**src/rtl/core/dce_ram.sv**
```systemverilog
// Generic simple dual-port RAM with one write port and a registered read port.
module dce_ram #(
   parameter int WIDTH = 8,
   parameter int DEPTH = 64
) (
   input  logic                     clock,
   input  logic                     wr_en,
   input  logic [$clog2(DEPTH)-1:0] wr_addr,
   input  logic [WIDTH-1:0]         wr_data,
   input  logic                     rd_en,
   input  logic [$clog2(DEPTH)-1:0] rd_addr,
   output logic [WIDTH-1:0]         rd_data
);

   logic [WIDTH-1:0] mem_ff [DEPTH];
   logic [WIDTH-1:0] rd_data_ff;

   always_ff @(posedge clock) begin
      if (wr_en) begin
         mem_ff[wr_addr] <= wr_data;
      end
      if (rd_en) begin
         rd_data_ff <= mem_ff[rd_addr];
      end
   end

   assign rd_data = rd_data_ff;

endmodule

```
**config.mk**
```make
export PLATFORM = sky130hd
export DESIGN_NAME = dce_ram
export DESIGN_NICKNAME = d
export VERILOG_FILES = /design/src/rtl/core/dce_ram.sv
export SDC_FILE = /design/constraint.sdc
export NUM_CORES = 1
export LEC_CHECK = 0
export ABC_AREA = 1
export BUFFER_PORTS_ARGS = -buffer_cell sky130_fd_sc_hd__buf_2
export CORE_ASPECT_RATIO = 0.6
export CORE_MARGIN = 4
export CORE_UTILIZATION = 45
export CTS_CLUSTER_DIAMETER = 100
export DETAILED_ROUTE_END_ITERATION = 12
export PLACE_DENSITY = 0.65
export SLEW_MARGIN = 20
export SYNTH_ARGS = -nofsm -noshare
export SYNTH_HDL_FRONTEND = slang
export SYNTH_SLANG_ARGS = --single-unit
```
**constraint.sdc**
```tcl
create_clock -name clock -period 2.4 [get_ports clock]
set_clock_uncertainty 0.05 [all_clocks]
set_input_delay 0.48 -clock clock [delete_from_list [all_inputs] [get_ports clock]]
set_output_delay 0.48 -clock clock [all_outputs]
set_load 0.02 [all_outputs]
```
## Word level (Yosys, flattened, before mapping)

Memories as Yosys holds them, arrays and structs flattened. A register that Yosys moved wholly into a read port is not among the register bits.
Index checks and enable logic that the tools add are counted.
W data, S select, Z words.

| operators by class | value |
|---|---|
| muxes and demuxes | 2 |

Operators by type and width:

| kind | number |
|---|---|
| $mux W1 | 2 |

| storage, ports and cells | value |
|---|---|
| bits in registers | 0 |
| RAM bits | 512 |
| input bits | 23 |
| output and inout port bits | 8 |
| logic and storage cells | 3 |
| memories kept | 1 |

Memory list:

| name | depth | width | rd ports | clocked after memory_dff | wr ports | line | source |
|---|---|---|---|---|---|---|---|
| mem_ff | 64 | 8 | 1 | 1 | 1 | 15 | `logic [WIDTH-1:0] mem_ff [DEPTH];` |

## Logic depth before layout (Yosys ltp)

Gate-level depths: netlist of run 1.

| logic depth | value |
|---|---|
| depth in word-level cells | 2 |
| gate-level depth with buffers | 12 |
| mapped depth without buffers | 9 |

## Least setup slack after synthesis of run 1

OpenSTA, ideal clock, no wires.

| timing path | value |
|---|---|
| path kind | input -> register |
| start point | input port wr_en |
| end point | memory mem_ff[48][0], enable pin |
| setup time | 0.395 ns |
| data arrival time | 1.851 ns |
| data required time | 1.955 ns |
| setup slack | 0.104 ns |
| stages | 3 |
| path buffers | 1 |
| path through | clkbuf_1 -> nand4_1 -> nor4_1 |

| between the ends | value |
|---|---|
| word-level cells in the longest chain between the ends | 2 |

Ends and longest elaborated chain:

| what | line | source |
|---|---|---|
| start, declared | 7 | `input logic wr_en,` |
| $mux W1 | 19 | `if (wr_en) begin` |
| $mux W1 (not written as such) | 20 | `mem_ff[wr_addr] <= wr_data;` |
| end, declared | 15 |  |

Every way passes these cells.

==> results of run 1 <==
-- final cells by class --
cell class / count / area [µm²]
Multi-Input combinational cell: 1160 / 4950
Tap cell: 630 / 788
Antenna cell: 3 / 7.51
Sequential cell: 520 / 15600
Timing Repair Buffer: 157 / 1440
Inverter: 12 / 52.6
Fill cell: 3942 / 22300
Clock buffer: 53 / 1160
Clock inverter: 27 / 279
-- report_power, final --
group          switching [µW]  total, µW  internal (µW)
combinational             921       1280            363
sequential               24.7      10100          10100
clock                    3220       7310           4090
total                    4170      18700          14500
-- metrics by stage --
step	instances	setup WS, ns	area (µm²)	total power [µW]	hold WS, ns
finish	2562	0.546	24300	18700	0.270
global placement	2479	0.0555	22800	11600	0.830
global route	2561	0.421	24300	19300	0.260
CTS	2559	0.562	24300	18800	0.255
detailed placement	2479	0.0500	22800	11600	0.833
floorplan	1805	0.104	21400	11000	0.529
-- cell families after synthesis --
| logic type | Yosys count |
|---|---|
| simple gates | 1160 |
| flops | 520 |
| buf+inv | 125 |
-- cells in the final DEF, fill, tap and decap left out --
cell,n
buf_12,26
buf_2,28
buf_4,102
bufinv_16,6
clkbuf_1,8
clkbuf_16,45
clkbuf_8,1
clkinv_1,9
clkinv_2,10
clkinvlp_4,2
diode_2,3
edfxtp_1,520
inv_1,9
inv_2,1
inv_4,1
inv_6,1
nand2_1,648
nand3_1,439
nand4_1,9
nor2_1,56
nor4_1,8
-- worst paths after layout --
check / startpoint / endpoint / cells after the start
max reg2reg: mem_ff[47][0] / rd_data[0] / 8
max: rd_addr[0] / rd_data[4] / 12
min reg2reg: mem_ff[6][2] / rd_data[2] / 8
min: rd_en / rd_data[3] / 1
-- critical path, cell delays in order --
cell	delay, ns
clkbuf_8	0.14
inv_6	0.22
buf_12	0.22
buf_4	0.20
nand2_1	0.07
nand3_1	0.07
nand3_1	0.09
nand2_1	0.15
nand2_1	0.06
nand3_1	0.10
nand3_1	0.24
nand2_1	0.15
-- per-layer routing --
layer | vias up | wire length, µm
li1 | 6530 | -
met1 | 6838 | 24400
met2 | 719 | 23100
met3 | 96 | 6050
met4 | 0 | 1250
met5 | - | 0
-- sequential cells by signal, indices dropped and copies added, names as in the netlist --
name,cells
mem_ff,512
rd_data,8
==> flow_metrics.env, run 1 <==
export IMPL_status="completed"
export IMPL_post_cts_repair_setup_buffers=0
export IMPL_power_leakage_uw=0.00885
export IMPL_synth_compound_area_frac=0
export IMPL_tightest_slew_ns=0.858
export IMPL_initial_utilization=0.459
export IMPL_antenna_left=0
export IMPL_synth_commonest_cells="nand2_1, edfxtp_1, nand3_1"
export IMPL_rows=61
export IMPL_synth_top_area_share=0.729
export IMPL_fin_util=0.521
export IMPL_drv_slew=0
export IMPL_regToRegSetupSlack_ns=0.82
export IMPL_htreeDepth=2
export IMPL_endpoint_kind="flip-flop"
export IMPL_wl_mm=54.8
export IMPL_clock_latency_ns=0.56
export IMPL_grt_util_all_layers=0.215
export IMPL_synth_edf_count=520
export IMPL_grt_use_met1=0.340
export IMPL_gp_congestion=0.881
export IMPL_min_path_type="primary input to flip-flop"
export IMPL_yosys_area_share_simple=0.231
export IMPL_cts_buffers=45
export IMPL_grt_busiest_layer="met1"
export IMPL_synth_xor_area_share=0
export IMPL_min_period_ns=1.85
export IMPL_first_global_vias=13400
export IMPL_ys_types=15
export IMPL_ys_flop_type="edfxtp_1"
export IMPL_worstSetupPathType="primary input to flip-flop"
export IMPL_use_met2=0.301
export IMPL_synth_area_per_cell_um2=11.9
export IMPL_antenna_found_initial=3
export IMPL_yosysSeqAreaShare=0.729
export IMPL_grtUsageMet3=0.0495
export IMPL_slew_limit_headroom=0.428
export IMPL_synth_top_family_by_area="simple AND/OR/NAND/NOR gates"
export IMPL_drive_above_1_share=0.116
export IMPL_firstDrtPassIters=6
export IMPL_synthMuxAreaShare=0
export IMPL_grt_max_degree=65
export IMPL_holdBufCountCts=0
export IMPL_crit_required_ns=2.77
export IMPL_crit_fanout=24
export IMPL_yosys_top_cells_area="edfxtp_1, nand2_1, nand3_1"
export IMPL_setup_tns_ns=0
export IMPL_async_flop_share=0
export IMPL_die_height_um=177
export IMPL_yosysWarnings=0
export IMPL_ir_worst_vdd_mv=0.720
export IMPL_fp_coreArea_mm2=0.0466
export IMPL_dp_final_hpwl_mm=33.5
export IMPL_die_w_um=290
export IMPL_area_growth_pct=13.4
export IMPL_synth_area_mm2=0.0214
export IMPL_vias=14200
export IMPL_overflow=0
export IMPL_power_density_mw_per_mm2=769
export IMPL_dr_first_iter_drc_count=2169
export IMPL_cts_tree="done"
export IMPL_hold_viol=0
export IMPL_clkTransAtPathRegs_ns=0.07
export IMPL_synth_adder_area_share=0
export IMPL_vias_per_cell=5.54
export IMPL_io_buffers=30
export IMPL_io_pins=31
export IMPL_synth_nets=1828
export IMPL_grt_setup_unrepaired="false"
export IMPL_synth_ff_latch_count=520
export IMPL_cts_root_buf="clkbuf_16"
export IMPL_crit_arrival_ns=2.23
export IMPL_finalCritPeriodShare=0.772
export IMPL_post_cts_resized=0
export IMPL_setup_violations=0
export IMPL_synth_largest_area_cell="edfxtp_1"
export IMPL_ctsLongestPathBuffers=3
export IMPL_grt_pass1_wl_mm=83.3
export IMPL_wire_per_inst_um=21.4
export IMPL_cts_sinks=520
export IMPL_start_kind="primary input"
export IMPL_final_nets=1919
export IMPL_maxCapViolations=0
export IMPL_drc=0
export IMPL_max_freq_mhz=539
export IMPL_synth_most_common_cell="nand2_1"
export IMPL_synth_cells=1805
export IMPL_die_area_mm2=0.0513
No activity file was read; power rests on OpenSTA's default activity.
==> run 2: changes to the inputs <==
- ABC_AREA: 1 -> 0
- PLACE_DENSITY: 0.65 -> 0.63
- clock period: 2.4 -> 1.72 ns (I/O delays scaled with it)
==> run 2 against run 1 <==
The flow now finishes with violations (setup timing). Count of clock-buffer cells in the layout up 2. Critical path depth fell by 7. Die area down 5.3%. Critical endpoint is now rd_data[1]. Non-clock buffer count grew 36. Hold slack lost 0.15 ns. Combinational power grew 28%. Power grew 36%. Highest routed layer is now met5. Sequential share of layout area up 0.12 points. Area after synthesis is 5.5% lower. Wire length down 11%.
==> flow_metrics.env, run 2 <==
export IMPL_synth_area_mm2=0.0202
export IMPL_start_kind="flip-flop"
export IMPL_die_height_um=172
export IMPL_synth_ff_latch_count=520
export IMPL_clock_latency_ns=0.56
export IMPL_fillerInstances=3281
export IMPL_area_growth_pct=19.7
export IMPL_cts_tree="done"
export IMPL_firstDrtPassIters=7
export IMPL_power_uw=25500
export IMPL_synth_cells=940
export IMPL_status="finished with violations"
export IMPL_regToRegSetupSlack_ns=-0.30
export IMPL_yosysSeqAreaShare=0.771
export IMPL_io_buffers=30
export IMPL_antenna_left=0
export IMPL_power_leakage_uw=0.00776
export IMPL_wire_per_inst_um=28.1
export IMPL_crit_arrival_ns=2.27
export IMPL_finish_instance_area_mm2=0.0242
export IMPL_fp_coreArea_mm2=0.0439
export IMPL_initial_utilization=0.461
export IMPL_largest_reg_flops=512
export IMPL_synth_top_area_share=0.771
export IMPL_gp_congestion=0.837
export IMPL_setup_tns_ns=-1.88
export IMPL_cts_sinks=520
export IMPL_finalCritPeriodShare=1.17
export IMPL_hold_viol=0
export IMPL_vias=10300
export IMPL_holdCritStartpoint="rd_en"
export IMPL_async_flop_share=0
export IMPL_wl_mm=49.0
export IMPL_overflow=0
export IMPL_yosysWarnings=0
export IMPL_drc=0
export IMPL_r2r_start="mem_ff[3][1]"
export IMPL_violations="setup timing"
export IMPL_yosys_top_cells_area="edfxtp_1, mux4_2, nor2_1"
export IMPL_grt_max_degree=65
export IMPL_max_freq_mhz=496
export IMPL_top_register="mem_ff"
export IMPL_dr_first_iter_drc_count=1321
export IMPL_grt_setup_unrepaired="true"
export IMPL_power_density_mw_per_mm2=1050
export IMPL_place_area_mm2=0.0227
export IMPL_ys_types=39
export IMPL_holdBufCountCts=0
export IMPL_ir_worst_vdd_mv=0.717
export IMPL_worst_slack_ns=-0.296
export IMPL_synth_edf_count=520
export IMPL_antenna_found_initial=1
export IMPL_die_area_mm2=0.0486
export IMPL_post_cts_repair_setup_buffers=0
export IMPL_io_pins=31
export IMPL_seqCellArea_mm2=0.0156
export IMPL_holdPathStages=1
export IMPL_endpoint_kind="flip-flop"
export IMPL_synth_largest_area_cell="edfxtp_1"
export IMPL_synth_commonest_cells="edfxtp_1, mux4_2, nor2_1"
export IMPL_drv_slew=0
export IMPL_maxCapViolations=0
export IMPL_first_global_vias=10000
export IMPL_crit_fanout=1
export IMPL_dp_final_hpwl_mm=32.1
export IMPL_final_cell_mix="edfxtp_1, buf_4, mux4_2"
export IMPL_htreeDepth=2
export IMPL_worstSetupPathType="flip-flop to flip-flop"
export IMPL_cts_buffers=46
export IMPL_grt_pass1_wl_mm=71.1
export IMPL_reg2regPathDepth=5
export IMPL_drive_above_1_share=0.388
export IMPL_min_period_ns=2.02
export IMPL_grt_util_all_layers=0.205
export IMPL_setup_violations=8
export IMPL_die_w_um=282
export IMPL_final_nets=1153
export IMPL_vias_per_cell=5.93
export IMPL_synth_area_per_cell_um2=21.5
export IMPL_rows=59
export IMPL_ys_flop_type="edfxtp_1"
export IMPL_multi_input_area_mm2=0.00471
export IMPL_synth_nets=963
export IMPL_tightest_slew_ns=0.816
export IMPL_cts_root_buf="clkbuf_16"
export IMPL_clkTransAtPathRegs_ns=0.07
export IMPL_crit_required_ns=1.97
export IMPL_layout_commonest_cell="edfxtp_1"
export IMPL_n_antenna_cell=0
export IMPL_cp_startpoint="mem_ff[3][1]"
export IMPL_synth_most_common_cell="edfxtp_1"
export IMPL_ctsLongestPathBuffers=3
export IMPL_slew_limit_headroom=0.456
export IMPL_min_path_type="primary input to flip-flop"
[run 2: cell types whose count changed after synthesis, sizes merged, moves of 14 or more]
cell   change
nand2    -629
nor2      +27
nand3    -426
buf       -64
mux2i     +23
mux4     +126
nor2b     +14
[run 2: worst paths after layout]
check	endpoint
max	rd_data[1]
min	rd_data[3]
min reg2reg	rd_data[3]
max reg2reg	rd_data[1]
[run 2: area by class of cell]
type	count	share of cell area
well taps	579	0.0299
clock inverters	24	0.00687
multi-input cells	369	0.194
repair buffers	193	0.0750
flip-flops and latches	520	0.644
clock buffers	55	0.0498
[run 2: through the flow]
| stage | util | setup slack (ns) | hold slack, ns | instances |
|---|---|---|---|---|
| floorplan | - | -0.359 | 0.393 | 940 |
| global placement | 0.517 | -0.870 | 0.682 | 1662 |
| detailed placement | 0.517 | -1.01 | 0.681 | 1662 |
| CTS | 0.551 | -0.278 | 0.0867 | 1740 |
| global route | 0.552 | -0.333 | 0.0974 | 1740 |
| finish | 0.552 | -0.296 | 0.117 | 1740 |
[run 2: what timing repair did]
item | 4_1_cts | 5_1_grt
pin swaps | 6 | 1
endpoints found under the setup margin | 8 | 8
gates resized for setup | 25 | 5
[run 2: logic make-up after synthesis]
group	share of synthesized area
flops	0.771
mux	0.159
simple gates	0.0337
compound gates	0.0206
buf+inv	0.0156
[run 2: routing by layer]
metal | GRT usage | vias to the layer above | routed length (µm)
li1 | - | 4339 | -
met1 | 0.342 | 5442 | 23400
met2 | 0.274 | 476 | 20100
met3 | 0.0522 | 64 | 4810
met4 | 0.0322 | 2 | 639
met5 | 0 | - | 11
[run 2: worst max-delay path: stages (launching register included)]
cell	delay, ns
edfxtp_1	0.42
mux4_2	0.53
mux4_2	0.48
nor2_1	0.11
nor3_1	0.05
o2bb2ai_1	0.13
[run 2: where the power goes]
group / switching, µW / internal (µW) / leakage [µW]
Sequential: 38.5 / 14000 / 0.00469
Combinational: 950 / 690 / 0.00241
Clock: 4450 / 5280 / 0.000664
Total: 5440 / 20000 / 0.00776
